==> src/rtl/core/v3au_pkg.sv <==
`timescale 1ns / 1ps
// Package: types, widths, latencies and step functions of the vector arithmetic unit
package v3au_pkg;

  // Number format and datapath widths
  localparam int unsigned FRAC_BITS = 16;
  localparam int unsigned Q_W       = 32;
  localparam int unsigned QX_W      = Q_W + 1;
  localparam int unsigned PROD_W    = 2 * Q_W;
  localparam int unsigned SUM_W     = PROD_W + 2;
  localparam int unsigned NUM_W     = Q_W + FRAC_BITS;
  localparam int unsigned DIV_STG   = (NUM_W + 1) / 2;
  localparam int unsigned DIV_W     = 2 * DIV_STG;
  localparam int unsigned SQ_STG    = Q_W / 2;
  localparam int unsigned RAD_W     = PROD_W;
  localparam int unsigned SQ_REM_W  = Q_W + 2;
  localparam int unsigned SQ_T_W    = SQ_REM_W + 2;

  // Pipeline depths: divider starts after stage one, root after stage two
  localparam int unsigned LAT_DIV   = DIV_STG + 1;
  localparam int unsigned LAT_SQ    = SQ_STG + 2;
  localparam int unsigned LAT_UNIT  = (LAT_DIV > LAT_SQ) ? LAT_DIV : LAT_SQ;
  localparam int unsigned DIV_PIPE  = LAT_UNIT - 1;
  localparam int unsigned SQ_PIPE   = LAT_UNIT - 2;
  localparam int unsigned CTX_PIPE  = LAT_UNIT - 2;
  localparam int unsigned LATENCY   = LAT_UNIT + 1;

  localparam logic signed [Q_W-1:0] Q_MAX = {1'b0, {(Q_W-1){1'b1}}};
  localparam logic signed [Q_W-1:0] Q_MIN = {1'b1, {(Q_W-1){1'b0}}};

  localparam logic signed [SUM_W-1:0] S_MAX = {{(SUM_W-Q_W+1){1'b0}}, {(Q_W-1){1'b1}}};
  localparam logic signed [SUM_W-1:0] S_MIN = {{(SUM_W-Q_W+1){1'b1}}, {(Q_W-1){1'b0}}};
  localparam logic signed [SUM_W-1:0] RND_HALF =
    {{(SUM_W-FRAC_BITS){1'b0}}, 1'b1, {(FRAC_BITS-1){1'b0}}};

  localparam logic [DIV_W-1:0] QU_POS_LIM = {{(DIV_W-Q_W+1){1'b0}}, {(Q_W-1){1'b1}}};
  localparam logic [DIV_W-1:0] QU_NEG_LIM = {{(DIV_W-Q_W){1'b0}}, 1'b1, {(Q_W-1){1'b0}}};

  typedef enum logic [2:0] {
    OP_ADD   = 3'd0,
    OP_SUB   = 3'd1,
    OP_SCALE = 3'd2,
    OP_DIV   = 3'd3,
    OP_MAG   = 3'd4,
    OP_DOT   = 3'd5,
    OP_CROSS = 3'd6
  } op_e;

  typedef struct packed {
    logic [2:0]            op;
    logic signed [Q_W-1:0] a_x;
    logic signed [Q_W-1:0] a_y;
    logic signed [Q_W-1:0] a_z;
    logic signed [Q_W-1:0] b_x;
    logic signed [Q_W-1:0] b_y;
    logic signed [Q_W-1:0] b_z;
    logic signed [Q_W-1:0] scale_factor;
  } in_t;

  typedef struct packed {
    logic signed [Q_W-1:0] res_x;
    logic signed [Q_W-1:0] res_y;
    logic signed [Q_W-1:0] res_z;
    logic signed [Q_W-1:0] res_scalar;
    logic                  div_zero;
    logic                  overflow;
  } out_t;

  // Control that leaves the front stage
  typedef struct packed {
    logic       valid;
    logic [2:0] op;
    logic       dz;
    logic [2:0] neg;
    logic [2:0] as_ov;
  } f_ctl_t;

  // Per-beat context that rides along the long units
  typedef struct packed {
    logic                  valid;
    logic [2:0]            op;
    logic                  dz;
    logic [2:0]            neg;
    logic signed [Q_W-1:0] vec_x;
    logic signed [Q_W-1:0] vec_y;
    logic signed [Q_W-1:0] vec_z;
    logic signed [Q_W-1:0] scalar;
    logic                  ov;
  } ctx_t;

  typedef struct packed {
    logic signed [Q_W-1:0] val;
    logic                  ov;
  } sat_t;

  typedef struct packed {
    logic [Q_W-1:0]   rem;
    logic [DIV_W-1:0] quo;
  } div_st_t;

  typedef struct packed {
    logic [SQ_REM_W-1:0] rem;
    logic [Q_W-1:0]      root;
    logic [RAD_W-1:0]    rad;
  } sq_st_t;

  // Round to nearest (ties up), drop the fraction, clamp to the Q range
  function automatic sat_t round_sat(input logic signed [SUM_W-1:0] v);
    sat_t                  r;
    logic signed [SUM_W-1:0] t;
    t = (v + RND_HALF) >>> FRAC_BITS;
    if (t > S_MAX) begin
      r.val = Q_MAX;
      r.ov  = 1'b1;
    end else if (t < S_MIN) begin
      r.val = Q_MIN;
      r.ov  = 1'b1;
    end else begin
      r.val = t[Q_W-1:0];
      r.ov  = 1'b0;
    end
    return r;
  endfunction

  // Apply the sign to a quotient magnitude and clamp
  function automatic sat_t div_sat(input logic [DIV_W-1:0] q, input logic neg);
    sat_t r;
    r.ov = 1'b0;
    if (!neg) begin
      if (q > QU_POS_LIM) begin
        r.val = Q_MAX;
        r.ov  = 1'b1;
      end else begin
        r.val = q[Q_W-1:0];
      end
    end else begin
      if (q > QU_NEG_LIM) begin
        r.val = Q_MIN;
        r.ov  = 1'b1;
      end else begin
        r.val = ~q[Q_W-1:0] + 1'b1;
      end
    end
    return r;
  endfunction

  // Two restoring division steps
  function automatic div_st_t div_step2(input div_st_t st, input logic [Q_W-1:0] den);
    div_st_t     r;
    logic [Q_W:0] t;
    r = st;
    for (int j = 0; j < 2; j++) begin
      t     = {r.rem, r.quo[DIV_W-1]};
      r.quo = {r.quo[DIV_W-2:0], 1'b0};
      if (t >= {1'b0, den}) begin
        t        = t - {1'b0, den};
        r.quo[0] = 1'b1;
      end
      r.rem = t[Q_W-1:0];
    end
    return r;
  endfunction

  // Two digit-by-digit square root steps
  function automatic sq_st_t sq_step2(input sq_st_t st);
    sq_st_t            r;
    logic [SQ_T_W-1:0] t;
    logic [SQ_T_W-1:0] trial;
    r = st;
    for (int j = 0; j < 2; j++) begin
      t     = {r.rem, r.rad[RAD_W-1 -: 2]};
      trial = {2'b00, r.root, 2'b01};
      r.rad = {r.rad[RAD_W-3:0], 2'b00};
      if (t >= trial) begin
        t      = t - trial;
        r.root = {r.root[Q_W-2:0], 1'b1};
      end else begin
        r.root = {r.root[Q_W-2:0], 1'b0};
      end
      r.rem = t[SQ_REM_W-1:0];
    end
    return r;
  endfunction

endpackage

==> src/rtl/core/v3au_sqrt_pipe.sv <==
`timescale 1ns / 1ps
// Pipelined integer square root: two root bits per stage
module v3au_sqrt_pipe import v3au_pkg::*; (
  input  logic             clk_i,
  input  logic [RAD_W-1:0] rad_i,
  output logic [Q_W-1:0]   root_o
);

  sq_st_t st_s [SQ_PIPE];
  sq_st_t st_d [SQ_PIPE];
  sq_st_t st_q [SQ_PIPE];

  // Chain the stages
  assign st_s[0] = {{SQ_REM_W{1'b0}}, {Q_W{1'b0}}, rad_i};
  for (genvar k = 1; k < SQ_PIPE; k++) begin : g_link
    assign st_s[k] = st_q[k-1];
  end

  // Step in the leading stages, pass through the padding stages
  for (genvar k = 0; k < SQ_PIPE; k++) begin : g_stage
    if (k < SQ_STG) begin : g_work
      assign st_d[k] = sq_step2(st_s[k]);
    end else begin : g_pass
      assign st_d[k] = st_s[k];
    end
  end

  always_ff @(posedge clk_i) begin
    st_q <= st_d;
  end

  assign root_o = st_q[SQ_PIPE-1].root;

endmodule

==> config.mk <==
export PLATFORM = sky130hd
export DESIGN_NAME = v3au_sqrt_pipe
export DESIGN_NICKNAME = d
export VERILOG_FILES = /design/src/rtl/core/v3au_pkg.sv /design/src/rtl/core/v3au_sqrt_pipe.sv
export SDC_FILE = /design/constraint.sdc
export NUM_CORES = 2
export LEC_CHECK = 0
export ABC_AREA = 1
export BUFFER_PORTS_ARGS = -buffer_cell sky130_fd_sc_hd__buf_4
export CORE_ASPECT_RATIO = 0.6
export CORE_UTILIZATION = 39
export DETAILED_ROUTE_END_ITERATION = 10
export GPL_TIMING_DRIVEN = 0
export SYNTH_ARGS = -nofsm -noshare
export SYNTH_HDL_FRONTEND = slang
export SYNTH_SLANG_ARGS = --single-unit
==> constraint.sdc <==
create_clock -name clk_i -period 3.74 [get_ports clk_i]
set_input_delay 0.374 -clock clk_i [delete_from_list [all_inputs] [get_ports clk_i]]
set_output_delay 0.374 -clock clk_i [all_outputs]
set_load 0.01 [all_outputs]
==> impl_metrics.toml <==
[pwr]
p_sw_share_pct = 43.1
p_clk_share_pct = 23.8
internal_power_mw = 36.4
combinationalPowerShare_pct = 43.7
pwr-share-seq_pct = 32.5
powerDensity_nw_per_um2 = 564
p_leak_nw = 52.2
p_switching_mw = 27.6
finalPower_mw = 64.0
ir_drop_v = 0.000405

[outcome]
run_status = "complete, but fails checks"
failed_checks = "negative setup slack"

[synthesis]
yosysWarnings = 0
syn_inst = 12622
synth.avg_cell_area_sq_um = 6.80
syn_area_sq_um = 85900
synth.most_common_cell = "nand2_1"
ys_types = 75
synthArstFlopShare_pct = 0
ys_top_cells_by_area = "dfxtp_1, nand2_1, ha_1"
ys_ff_latch = 1463
yosysTopAreaCell = "dfxtp_1"
netlist.area_leader.share_pct = 34.1
seq_area_frac_synth_pct = 34.1
yosys-top-cells-count = "nand2_1, inv_1, dfxtp_1"
ys.flop_type = "dfxtp_1"
synth_edf_count = 0

[routing]
postRouteAntennaNets = 0
wire_per_inst_um = 20.8
via_count = 89420
drcViolationCount = 0
drt-total-wl_um = 344000
drt_iter0_markers = 11301
viasPerCell = 5.40
first_pass_iters = 7

[die]
initial_utilization_pct = 39.5
die-area_sq_um = 222000
die_x_um = 608
rows = 132
core-area_sq_um = 217000
ios = 97
die_y_um = 365

[placed_design]
dp.final_hpwl_um = 270000
gp_congestion = 1.03
io_buffers = 96

[global_routing]
overflow = 0
grt_max_degree = 18
grt_antenna_before_repair = 12
grtUsageTotal_pct = 28.5
grt_pass1_wl_um = 482000
grt_pass1_vias = 75639

[sta]
skew_ns = 0.0730
timing.fmax_mhz = 221
setup_viol = 413
min_period_ns = 4.52
rsz0062_at_grt = "true"
report.final.slew_viol_count = 0
fin_ws_ns = -0.784
maxSlewHeadroom_pct = 43.2
period_share_pct = 121
hold_violations = 0
tightestPinTransition_ns = 0.850

[clock_tree]
cts_tree = "yes"
htree_num_levels = 4
clock_latency_ns = 0.83
cts_root_buf = "clkbuf_16"
cts.path.max_buffers = 4
path_clk_slew_ns = 0.07
cts_buffers = 151
cts_sinks = 1463

[critical_path]
slowest_stage = "dfxtp_4"
worstPathRequired_ns = 4.50
critical_path_class = "flip-flop to flip-flop"
start_kind = "flip-flop"
cp-end-kind = "flip-flop"
path_max_fanout = 10
crit_top_cell = "nor2_4"
crit_arrival_ns = 5.29
max_stage_delay_ns = 0.39

[finish]
syn2layout_area_growth_pct = 32.1
num-nets-final = 14202
drive_gt1_share_pct = 25.5
final_core_util_pct = 52.2

[worst_hold_path]
hp-class = "input port to flip-flop"

[job]
maxCapViolations = 0
-- state kept, by name (all words and copies together) (netlist names) --
signal / count
st_q: 787
st_d: 644
root_o: 32
-- layout make-up --
cell class / count / area, sq um
buffer: 167 / 2180
clock inverter: 74 / 800
fill: 20896 / 104000
tap: 2881 / 3600
timing repair buffer: 803 / 6890
antenna: 8 / 20.0
inverter: 1690 / 6660
sequential: 1463 / 29800
multi-input combinational: 9301 / 59400
timing repair inverter: 2 / 17.5
clock buffer: 185 / 4110
-- logic make-up (layout without fill, tap and decap cells) --
| kind of cell | Yosys count | after routing | share of synthesized area, % |
|---|---|---|---|
| buffers and inverters | 1860 | 2921 | 8.82 |
| flip-flops | 1463 | 1463 | 34.1 |
| adder cells (fa/ha/maj) | 558 | 558 | 8.13 |
| XOR/XNOR | 510 | 510 | 5.23 |
| AO/OA/AOI/OAI | 1825 | 1825 | 11.8 |
| AND/OR/NAND/NOR | 6405 | 6405 | 31.9 |
| other | 1 | 11 | 0.00437 |
-- stage by stage --
| stage | TNS [ns] | instances | setup WS, ns | cell area [sq um] | hold WS [ns] |
|---|---|---|---|---|---|
| after detailed placement | -629.88 | 15601 | -2.62 | 90800 | 0.312 |
| after global routing | -199.16 | 16567 | -0.848 | 113000 | 0.159 |
| final | -130.59 | 16574 | -0.784 | 113000 | 0.182 |
| after CTS | -226.35 | 16098 | -0.670 | 102000 | 0.127 |
| after global placement | -653.38 | 15601 | -2.70 | 90800 | 0.310 |
| after floorplan | -1.11 | 12624 | -0.0657 | 86500 | 0.310 |
-- power groups by stage --
| stage | clock (mW) | combinational (mW) | sequential (mW) |
|---|---|---|---|
| 5_1_grt | 16.3 | 30.1 | 20.9 |
| 4_1_cts | 15.6 | 23.3 | 20.4 |
| 2_1_floorplan | 0 | 15.2 | 19.3 |
| 6_report | 15.2 | 28.0 | 20.8 |
| 3_3_place_gp | 0 | 21.3 | 20.6 |
| 3_5_place_dp | 0 | 21.2 | 20.6 |
-- cell usage in the layout, fill, tap and decap left out, drive strengths merged, types with 4 or more instances in the layout --
master / n
nand3: 864
inv: 1691
a31oi: 60
o22ai: 4
dlygate4sd3: 65
nand3b: 38
bufinv: 10
a21o: 59
xnor2: 269
clkinvlp: 25
a31o: 6
nand4: 239
and3: 12
ha: 558
nor3: 196
o2111ai: 4
o31ai: 5
o21ai: 762
clkbuf: 231
nand2: 3470
nor4: 43
diode: 8
dfxtp: 1463
o211ai: 15
a21oi: 753
nor3b: 6
xor2: 241
o21bai: 62
o21a: 48
a21boi: 25
and2: 11
nor2: 1453
clkinv: 40
buf: 858
a211oi: 11
or2: 70
-- final timing paths --
| check | startpoint | end | slack [ns] | cells after the start |
|---|---|---|---|---|
| max | st_q[1248] | st_q[1143] | -0.78 | 30 |
| min | rad_i[56] | st_q[2920] | 0.18 | 2 |
| max reg2reg | st_q[1248] | st_q[1143] | -0.78 | 30 |
| min reg2reg | st_d[1868] | st_d[1742] | 0.26 | 0 |
-- layer usage --
layer / up-vias / routed length (um) / GRT usage, %
met5: - / 334 / 0.149
met4: 12 / 4870 / 4.09
met3: 362 / 55100 / 12.7
met2: 4897 / 112000 / 31.4
met1: 41419 / 172000 / 47.1
li1: 42730 / - / -
-- critical path: cells and delay by family, from the launching register on --
| family | cells | cell delay [ns] |
|---|---|---|
| fa+ha+maj | 2 | 0.58 |
| compound gates | 2 | 0.26 |
| flops | 1 | 0.39 |
| simple gates | 18 | 2.17 |
| buf+inv | 8 | 0.97 |
-- what timing repair did --
item / 4_1_cts / 5_1_grt
buffers inserted: 167 / 442
resized for setup: 1203 / 1870
gates cloned: 7 / 28
setup endpoints to repair: 457 / 490
endpoints found under the hold margin: 66 / 0
hold buffers: 65 / 0
pin swaps: 183 / 491
(Power assumes the default switching activity.)
